File: src/sv/tcp_rto_estimator_defines.svh
// assertion macros for the retransmission-timeout estimator
// no dependencies; included by the top level only
`ifndef TCP_RTO_ESTIMATOR_DEFINES_SVH
`define TCP_RTO_ESTIMATOR_DEFINES_SVH

// same-cycle implication, disabled while reset is asserted
`define TRTO_ASSERT_IMP(label, clk_sig, rstn_sig, ante, cons, msg) \
	label: assert property (@(posedge clk_sig) disable iff (!rstn_sig) (ante) |-> (cons)) \
		else $error(msg);

// next-cycle implication, disabled while reset is asserted
`define TRTO_ASSERT_NXT(label, clk_sig, rstn_sig, ante, cons, msg) \
	label: assert property (@(posedge clk_sig) disable iff (!rstn_sig) (ante) |=> (cons)) \
		else $error(msg);

`endif

File: src/sv/trto_pkg.sv
// shared codes, reset constants and register capping for the rto estimator
// no dependencies
package trto_pkg;

	// event kinds on the cmd field
	localparam logic [1:0] CMD_SAMPLE    = 2'd0;
	localparam logic [1:0] CMD_TIMEOUT   = 2'd1;
	localparam logic [1:0] CMD_HANDSHAKE = 2'd2;

	// result status codes
	typedef enum logic [1:0] {
		STATUS_ACCEPTED  = 2'd0,
		STATUS_INVALID   = 2'd1,
		STATUS_AMBIGUOUS = 2'd2,
		STATUS_DONE      = 2'd3
	} status_t;

	// configuration register indexes
	localparam logic [2:0] REG_INITIAL     = 3'd0;
	localparam logic [2:0] REG_MINIMUM     = 3'd1;
	localparam logic [2:0] REG_MAXIMUM     = 3'd2;
	localparam logic [2:0] REG_GRANULARITY = 3'd3;
	localparam logic [2:0] REG_SYN_FLOOR   = 3'd4;

	localparam int CFG_WIDTH = 31;

	// register reset values before capping
	localparam logic [CFG_WIDTH-1:0] INITIAL_RESET     = 31'd1000000;
	localparam logic [CFG_WIDTH-1:0] MINIMUM_RESET     = 31'd1000000;
	localparam logic [CFG_WIDTH-1:0] MAXIMUM_RESET     = 31'd60000000;
	localparam logic [CFG_WIDTH-1:0] GRANULARITY_RESET = 31'd1000;
	localparam logic [CFG_WIDTH-1:0] SYN_FLOOR_RESET   = 31'd3000000;

	// cap a register value at the largest positive duration of tw bits
	function automatic logic [CFG_WIDTH-1:0] cap_value(input logic [CFG_WIDTH-1:0] v,
			input int unsigned tw);
		logic [CFG_WIDTH:0] tmax;
		tmax = (32'd1 << (tw - 1)) - 32'd1;
		return ({1'b0, v} > tmax) ? tmax[CFG_WIDTH-1:0] : v;
	endfunction

endpackage

File: src/sv/tcp_rto_estimator.sv
// retransmission-timeout estimator, one event per cycle while the result channel is not stalled
// path: an event passes through the input register and then the result register to the outputs
// throughput: one event per cycle unless result_stall holds a full result register
// reset: timeout state loads the capped initial register value, estimates and marks clear
// depends on trto_pkg, trto_cfg_regs, trto_rtt_filter, trto_rto_clamp
`include "tcp_rto_estimator_defines.svh"
module tcp_rto_estimator #(
	parameter int TIME_WIDTH = 32
) (
	input  logic                           clk,
	input  logic                           arst_n,
	// event channel
	input  logic                           item_valid,
	output logic                           item_stall,
	input  logic [1:0]                     cmd,
	input  logic signed [31:0]             rtt_sample,
	input  logic                           was_retransmitted,
	input  logic                           timestamp_disambiguates,
	input  logic                           waiting_syn,
	// result channel
	output logic                           result_valid,
	input  logic                           result_stall,
	output logic [1:0]                     status,
	output logic [30:0]                    timeout_value,
	// configuration channel
	input  logic                           cfg_valid,
	output logic                           cfg_ready,
	input  logic [2:0]                     cfg_index,
	input  logic [trto_pkg::CFG_WIDTH-1:0] cfg_data
);

	localparam int TW = (TIME_WIDTH < 32) ? TIME_WIDTH : 32;
	localparam int VW = TW - 1;

	localparam logic [trto_pkg::CFG_WIDTH-1:0] INIT_CAP =
		trto_pkg::cap_value(trto_pkg::INITIAL_RESET, TW);

	// configuration registers
	logic [VW-1:0] init_r, min_r, max_r, gran_r, floor_r;

	// input stage
	logic          v_s1;
	logic [1:0]    cmd_s1;
	logic [TW-1:0] rtt_s1;
	logic          resent_s1, stamped_s1, syn_s1;

	// estimator state
	logic [VW-1:0] srtt_q, rttvar_q, cur_timeout_q;
	logic          have_q, syn_resent_q;

	// result register
	logic             result_valid_q;
	trto_pkg::status_t status_q;
	logic [VW-1:0]    timeout_q;

	// next-state logic
	logic              adv;
	logic              sample_ok;
	logic [VW-1:0]     sample_val;
	logic [VW-1:0]     srtt_upd, rttvar_upd, rto_upd;
	logic [VW-1:0]     srtt_d, rttvar_d, timeout_d;
	logic              have_d, syn_resent_d;
	trto_pkg::status_t status_d;

	assign cfg_ready = 1'b1;

	trto_cfg_regs #(
		.TW (TW)
	) u_cfg_regs (
		.clk              (clk),
		.arst_n           (arst_n),
		.wr_en            (cfg_valid),
		.wr_index         (cfg_index),
		.wr_data          (cfg_data),
		.rto_initial      (init_r),
		.rto_lower        (min_r),
		.rto_upper        (max_r),
		.tick_granularity (gran_r),
		.syn_retry_floor  (floor_r)
	);

	// flow control: stage 1 moves on when the result register is free or drains
	assign adv        = v_s1 && (!result_valid_q || !result_stall);
	assign item_stall = v_s1 && !adv;

	// input register
	always_ff @(posedge clk or negedge arst_n) begin
		if (!arst_n) begin
			v_s1 <= 1'b0;
		end else if (item_valid && !item_stall) begin
			v_s1 <= 1'b1;
		end else if (adv) begin
			v_s1 <= 1'b0;
		end
	end

	always_ff @(posedge clk) begin
		if (item_valid && !item_stall) begin
			cmd_s1     <= cmd;
			rtt_s1     <= rtt_sample[TW-1:0];
			resent_s1  <= was_retransmitted;
			stamped_s1 <= timestamp_disambiguates;
			syn_s1     <= waiting_syn;
		end
	end

	// sample decode: positive values only
	assign sample_ok  = !rtt_s1[TW-1] && (|rtt_s1);
	assign sample_val = rtt_s1[VW-1:0];

	trto_rtt_filter #(
		.VW (VW)
	) u_rtt_filter (
		.have_measurement (have_q),
		.sample           (sample_val),
		.srtt             (srtt_q),
		.rttvar           (rttvar_q),
		.srtt_next        (srtt_upd),
		.rttvar_next      (rttvar_upd)
	);

	trto_rto_clamp #(
		.VW (VW)
	) u_rto_clamp (
		.srtt             (srtt_upd),
		.rttvar           (rttvar_upd),
		.rto_lower        (min_r),
		.rto_upper        (max_r),
		.tick_granularity (gran_r),
		.timeout          (rto_upd)
	);

	// event handling
	always_comb begin
		srtt_d       = srtt_q;
		rttvar_d     = rttvar_q;
		timeout_d    = cur_timeout_q;
		have_d       = have_q;
		syn_resent_d = syn_resent_q;
		status_d     = trto_pkg::STATUS_DONE;
		case (cmd_s1)
			trto_pkg::CMD_SAMPLE: begin
				if (!sample_ok) begin
					status_d = trto_pkg::STATUS_INVALID;
				end else if (resent_s1 && !stamped_s1) begin
					status_d = trto_pkg::STATUS_AMBIGUOUS;
				end else begin
					srtt_d    = srtt_upd;
					rttvar_d  = rttvar_upd;
					have_d    = 1'b1;
					timeout_d = rto_upd;
					status_d  = trto_pkg::STATUS_ACCEPTED;
				end
			end
			trto_pkg::CMD_TIMEOUT: begin
				// backoff doubles, saturating at the maximum
				if (cur_timeout_q >= (max_r >> 1)) begin
					timeout_d = max_r;
				end else begin
					timeout_d = cur_timeout_q << 1;
				end
				if (syn_s1) begin
					syn_resent_d = 1'b1;
				end
			end
			trto_pkg::CMD_HANDSHAKE: begin
				if (syn_resent_q && (cur_timeout_q < floor_r)) begin
					timeout_d = floor_r;
				end
				syn_resent_d = 1'b0;
			end
			default: ;
		endcase
	end

	// estimator state
	always_ff @(posedge clk or negedge arst_n) begin
		if (!arst_n) begin
			srtt_q        <= '0;
			rttvar_q      <= '0;
			cur_timeout_q <= INIT_CAP[VW-1:0];
			have_q        <= 1'b0;
			syn_resent_q  <= 1'b0;
		end else if (adv) begin
			srtt_q        <= srtt_d;
			rttvar_q      <= rttvar_d;
			cur_timeout_q <= timeout_d;
			have_q        <= have_d;
			syn_resent_q  <= syn_resent_d;
		end
	end

	// result register
	always_ff @(posedge clk or negedge arst_n) begin
		if (!arst_n) begin
			result_valid_q <= 1'b0;
		end else if (adv) begin
			result_valid_q <= 1'b1;
		end else if (!result_stall) begin
			result_valid_q <= 1'b0;
		end
	end

	always_ff @(posedge clk) begin
		if (adv) begin
			status_q  <= status_d;
			timeout_q <= timeout_d;
		end
	end

	assign result_valid  = result_valid_q;
	assign status        = status_q;
	assign timeout_value = 31'(timeout_q);

	// checks
	`TRTO_ASSERT_IMP(a_no_estimate_before_sample, clk, arst_n, !have_q, (srtt_q == '0) && (rttvar_q == '0), "estimator state set without a measurement")
	`TRTO_ASSERT_NXT(a_result_tracks_state, clk, arst_n, adv, timeout_q == cur_timeout_q, "result timeout differs from timeout state")
	`TRTO_ASSERT_NXT(a_accepted_within_max, clk, arst_n, adv && (status_d == trto_pkg::STATUS_ACCEPTED), have_q && (cur_timeout_q <= max_r), "accepted sample left timeout above maximum")

endmodule

File: src/sv/trto_cfg_regs.sv
// configuration register file: five capped timeout registers
// depends on trto_pkg
module trto_cfg_regs #(
	parameter int TW = 32
) (
	input  logic                              clk,
	input  logic                              arst_n,
	input  logic                              wr_en,
	input  logic [2:0]                        wr_index,
	input  logic [trto_pkg::CFG_WIDTH-1:0]    wr_data,
	output logic [TW-2:0]                     rto_initial,
	output logic [TW-2:0]                     rto_lower,
	output logic [TW-2:0]                     rto_upper,
	output logic [TW-2:0]                     tick_granularity,
	output logic [TW-2:0]                     syn_retry_floor
);

	localparam int VW = TW - 1;

	localparam logic [trto_pkg::CFG_WIDTH-1:0] INIT_CAP =
		trto_pkg::cap_value(trto_pkg::INITIAL_RESET, TW);
	localparam logic [trto_pkg::CFG_WIDTH-1:0] MIN_CAP =
		trto_pkg::cap_value(trto_pkg::MINIMUM_RESET, TW);
	localparam logic [trto_pkg::CFG_WIDTH-1:0] MAX_CAP =
		trto_pkg::cap_value(trto_pkg::MAXIMUM_RESET, TW);
	localparam logic [trto_pkg::CFG_WIDTH-1:0] GRAN_CAP =
		trto_pkg::cap_value(trto_pkg::GRANULARITY_RESET, TW);
	localparam logic [trto_pkg::CFG_WIDTH-1:0] FLOOR_CAP =
		trto_pkg::cap_value(trto_pkg::SYN_FLOOR_RESET, TW);

	logic [trto_pkg::CFG_WIDTH-1:0] capped;
	logic [VW-1:0]                  init_q, min_q, max_q, gran_q, floor_q;

	// cap the written value to the time width
	always_comb begin
		capped = trto_pkg::cap_value(wr_data, TW);
	end

	// register writes
	always_ff @(posedge clk or negedge arst_n) begin
		if (!arst_n) begin
			init_q  <= INIT_CAP[VW-1:0];
			min_q   <= MIN_CAP[VW-1:0];
			max_q   <= MAX_CAP[VW-1:0];
			gran_q  <= GRAN_CAP[VW-1:0];
			floor_q <= FLOOR_CAP[VW-1:0];
		end else if (wr_en) begin
			case (wr_index)
				trto_pkg::REG_INITIAL:     init_q  <= capped[VW-1:0];
				trto_pkg::REG_MINIMUM:     min_q   <= capped[VW-1:0];
				trto_pkg::REG_MAXIMUM:     max_q   <= capped[VW-1:0];
				trto_pkg::REG_GRANULARITY: gran_q  <= capped[VW-1:0];
				trto_pkg::REG_SYN_FLOOR:   floor_q <= capped[VW-1:0];
				default: ;
			endcase
		end
	end

	assign rto_initial      = init_q;
	assign rto_lower        = min_q;
	assign rto_upper        = max_q;
	assign tick_granularity = gran_q;
	assign syn_retry_floor  = floor_q;

endmodule

File: src/sv/trto_rtt_filter.sv
// smoothed rtt and rtt variation update for one accepted sample
// depends on nothing; purely combinational
module trto_rtt_filter #(
	parameter int VW = 31
) (
	input  logic          have_measurement,
	input  logic [VW-1:0] sample,
	input  logic [VW-1:0] srtt,
	input  logic [VW-1:0] rttvar,
	output logic [VW-1:0] srtt_next,
	output logic [VW-1:0] rttvar_next
);

	logic [VW-1:0]        abs_err;
	logic signed [VW:0]   var_err, var_sum, var_step, var_new;
	logic signed [VW:0]   avg_err, avg_sum, avg_step, avg_new;

	always_comb begin
		// magnitude of the error against the old average
		abs_err = (sample >= srtt) ? (sample - srtt) : (srtt - sample);

		// variation gain 1/4, truncated toward zero
		var_err  = $signed({1'b0, abs_err}) - $signed({1'b0, rttvar});
		var_sum  = var_err + $signed({{(VW-1){1'b0}}, var_err[VW], var_err[VW]});
		var_step = var_sum >>> 2;
		var_new  = $signed({1'b0, rttvar}) + var_step;

		// average gain 1/8, truncated toward zero
		avg_err  = $signed({1'b0, sample}) - $signed({1'b0, srtt});
		avg_sum  = avg_err + $signed({{(VW-2){1'b0}}, {3{avg_err[VW]}}});
		avg_step = avg_sum >>> 3;
		avg_new  = $signed({1'b0, srtt}) + avg_step;

		// first sample seeds both terms
		if (!have_measurement) begin
			srtt_next   = sample;
			rttvar_next = sample >> 1;
		end else begin
			srtt_next   = avg_new[VW-1:0];
			rttvar_next = var_new[VW-1:0];
		end
	end

endmodule

File: src/sv/trto_rto_clamp.sv
// timeout from srtt and variation: srtt + max(g, 4*rttvar), clamped
// overflow-safe against the maximum; purely combinational
module trto_rto_clamp #(
	parameter int VW = 31
) (
	input  logic [VW-1:0] srtt,
	input  logic [VW-1:0] rttvar,
	input  logic [VW-1:0] rto_lower,
	input  logic [VW-1:0] rto_upper,
	input  logic [VW-1:0] tick_granularity,
	output logic [VW-1:0] timeout
);

	logic [VW-1:0] headroom;
	logic [VW+1:0] var4, term;
	logic [VW+1:0] total;
	logic          saturate;
	logic [VW-1:0] low_clamped;

	always_comb begin
		// room left below the maximum
		headroom = rto_upper - srtt;
		var4     = {rttvar, 2'b00};
		term     = (var4 < {2'b00, tick_granularity}) ? {2'b00, tick_granularity} : var4;
		saturate = (srtt >= rto_upper) || (rttvar > (headroom >> 2)) ||
			(term > {2'b00, headroom});
		total    = {2'b00, srtt} + term;

		// lower clamp first, then upper clamp wins
		low_clamped = (total < {2'b00, rto_lower}) ? rto_lower : total[VW-1:0];
		if (saturate) begin
			timeout = rto_upper;
		end else if (low_clamped > rto_upper) begin
			timeout = rto_upper;
		end else begin
			timeout = low_clamped;
		end
	end

endmodule

File: config.mk
export PLATFORM = sky130hd
export DESIGN_NAME = tcp_rto_estimator
export DESIGN_NICKNAME = d
export VERILOG_FILES = /design/src/sv/trto_pkg.sv /design/src/sv/tcp_rto_estimator.sv /design/src/sv/trto_cfg_regs.sv /design/src/sv/trto_rtt_filter.sv /design/src/sv/trto_rto_clamp.sv
export VERILOG_INCLUDE_DIRS = /design/src /design/src/sv
export SDC_FILE = /design/constraint.sdc
export NUM_CORES = 2
export LEC_CHECK = 0
export BUFFER_PORTS_ARGS = -buffer_cell sky130_fd_sc_hd__buf_4
export CAP_MARGIN = 10
export CORE_MARGIN = 2
export CORE_UTILIZATION = 25
export CTS_BUF_LIST = sky130_fd_sc_hd__clkbuf_8
export DETAILED_ROUTE_END_ITERATION = 7
export HOLD_SLACK_MARGIN = 0.1
export PLACE_DENSITY = 0.47
export SLEW_MARGIN = 25
export SYNTH_ARGS = -nofsm -noshare
export SYNTH_HDL_FRONTEND = slang
export SYNTH_HIERARCHICAL = 1
export SYNTH_SLANG_ARGS = --single-unit
export TNS_END_PERCENT = 10
File: constraint.sdc
create_clock -name clk -period 53.8 [get_ports clk]
set_input_delay 8.07 -clock clk [delete_from_list [all_inputs] [get_ports clk]]
set_output_delay 8.07 -clock clk [all_outputs]
set_load 0.01 [all_outputs]
==> metrics.csv <==
stage;metric;value;unit
run_status;status;complete, no violations;
layout;nets;4527;
critical_path;worstReg2RegEnd;timeout_value[0]$_DFFE_PP_;
worst_hold_path;worstHoldEndpoint;result_valid$_DFFE_PN0P_;
critical_path;path_max_fanout;55;
placed_design;dp_hpwl;94500;um
detailed_routing;wl;122000;um
critical_path;cp-end-kind;register;
layout;postLayoutCellArea;37500;um2
timing;min_period_over_period;43.2;%
critical_path;required;54.26;ns
critical_path;critical_path_buf_inv_count;7;
layout;mostFrequentLayoutCells;ha_1 (427), nand2_1 (412), inv_1 (385), a21oi_1 (288), o21ai_0 (223);
timing;finalSetupTns;0;ns
grt;grt_use_total;17.3;%
layout;drive_gt1_share;14.8;%
critical_path;r2r_slack;30.54;ns
job;max-cap-violations;0;
clock_tree;clk_pin_slew_worst_paths;0.07;ns
clock_tree;insertion_delay;0.73;ns
critical_path;crit_arrival;23.72;ns
critical_path;cpLargestDelayFamily;compound AO/OA/AOI/OAI gates;
timing;slew_viol_final;0;
clock_tree;cts_sinks;291;
detailed_routing;drt_iter0_drc;2433;
critical_path;cp_slowest_stage_delay;0.80;ns
detailed_routing;drt-pass1-iter-count;5;
critical_path;crit_slowest_cell;nor4_1;
layout;layout_commonest_cell;ha_1;
clock_tree;post_cts_buffers;0;
clock_tree;cts_tree;done;
die;core_area;132000;um2
critical_path;reg2reg_depth;76;
grt;grt_max_degree;73;
timing;setup_violations;0;
clock_tree;htreeDepth;2;
grt;grt_pass1_vias;28700;
worst_hold_path;min_path_type;register to register;
die;start_util;25.3;%
critical_path;r2r-start;rtt_s1[23]$_DFFE_PP_;
timing;worst_slew_pin_slew;1.10;ns
clock_tree;cts_buffers;59;
die;die_h;369;um
die;die_area;136000;um2
detailed_routing;dr_total_vias;29800;
timing;fin_ws;30.54;ns
synth;synth_cells;3947;
placed_design;dp_worst_setup_slack;30.83;ns
grt;grt_overflow;0;
placed_design;gp_congestion;0.920;
die;row_count;133;
clock_tree;root_buffer;clkbuf_8;
synth;avgSynthCellArea;8.45;um2
layout;synthToLayoutAreaGrowth;12.6;%
synth;yosysWarnings;6;
timing;skew;0.0447;ns
synth;syn_area;33300;um2
grt;antenna_found_initial;4;
timing;worst_slew_margin_rel;25.9;%
placed_design;placed_cell_area;36100;um2
worst_hold_path;hold_path_startpoint;v_s1$_DFFE_PN0P_;
placed_design;portBuffers;110;
grt;grt_pass1_wl;183000;um
critical_path;crit_type;register to register;
timing;fmax;43.0;MHz
timing;rsz0062_at_grt;false;
die;ios;112;
die;die_x;369;um
detailed_routing;final_antenna_net_count;0;
detailed_routing;wl_per_cell;20.9;um
clock_tree;cts_resized;0;
clock_tree;cts_hold_buffers;0;
clock_tree;clk_path_buf_depth;3;
timing;finalHoldViolCount;0;
synth;syn_nets;4457;
detailed_routing;vias_per_cell;5.12;
timing;timing.final.crit_period;23.26;ns
timing;worst_hold_slack;0.495;ns
detailed_routing;drc;0;
critical_path;cp-start-kind;register;
worst_hold_path;hold_path_depth;1;
-- area by class of cell --
cell class | count | area [um2]
clock buffers | 76 | 1050
fillers | 14200 | 94400
inverters | 377 | 1420
well taps | 1755 | 2200
diodes | 1 | 2.50
flip-flops and latches | 291 | 7680
clock inverters | 35 | 354
repair buffers | 162 | 1240
multi-input cells | 3126 | 23600
-- sequential cells by signal (all words and copies together), names as in the netlist --
signal                       cells
rtt_s1                          32
cur_timeout_q                   31
rttvar_q                        31
srtt_q                          31
timeout_value                   31
u_cfg_regs/rto_lower            31
u_cfg_regs/rto_upper            31
u_cfg_regs/syn_retry_floor      31
u_cfg_regs/tick_granularity     31
cmd_s1                           2
status                           2
have_q                           1
resent_s1                        1
result_valid                     1
stamped_s1                       1
syn_resent_q                     1
syn_s1                           1
v_s1                             1
-- per-layer routing --
metal	GRT usage (%)	part of all wire [%]
met1	23.8	47
met2	28.6	46
met3	1.78	4.3
met4	5.17	3.0
met5	0	0.017
-- how the worst max path moves through the flow --
stage | startpoint | end | slack [ns] | cells past startpoint
floorplan | rtt_s1[20]$_DFFE_PP_ | timeout_value[0]$_DFFE_PP_ | 36.43 | 81
global placement | rtt_s1[23]$_DFFE_PP_ | timeout_value[0]$_DFFE_PP_ | 31.31 | 76
detailed placement | rtt_s1[23]$_DFFE_PP_ | timeout_value[0]$_DFFE_PP_ | 30.83 | 76
CTS | rtt_s1[23]$_DFFE_PP_ | timeout_value[0]$_DFFE_PP_ | 30.74 | 76
global route | rtt_s1[23]$_DFFE_PP_ | timeout_value[0]$_DFFE_PP_ | 28.84 | 76
finish | rtt_s1[23]$_DFFE_PP_ | timeout_value[0]$_DFFE_PP_ | 30.54 | 76
-- per-stage QoR --
stage / instances / util [%]
after CTS: 5822 / 28.4
after global routing: 5823 / 28.4
after global placement: 5708 / 27.4
final: 5823 / 28.4
after detailed placement: 5711 / 27.4
after floorplan: 3947 / -
-- worst register-to-register path: cells and delay by family (launching register included) --
family	cells	cell delay (ns)
AO/OA/AOI/OAI	31	7.71
AND/OR/NAND/NOR	22	7.53
adder cells (fa/ha/maj)	8	2.75
buffers and inverters	7	2.36
multiplexers	4	1.61
XOR/XNOR	4	0.62
flip-flops	1	0.48
Power is not shown: default switching activity piles up to over one toggle a cycle in this logic, so the estimate is an artifact.
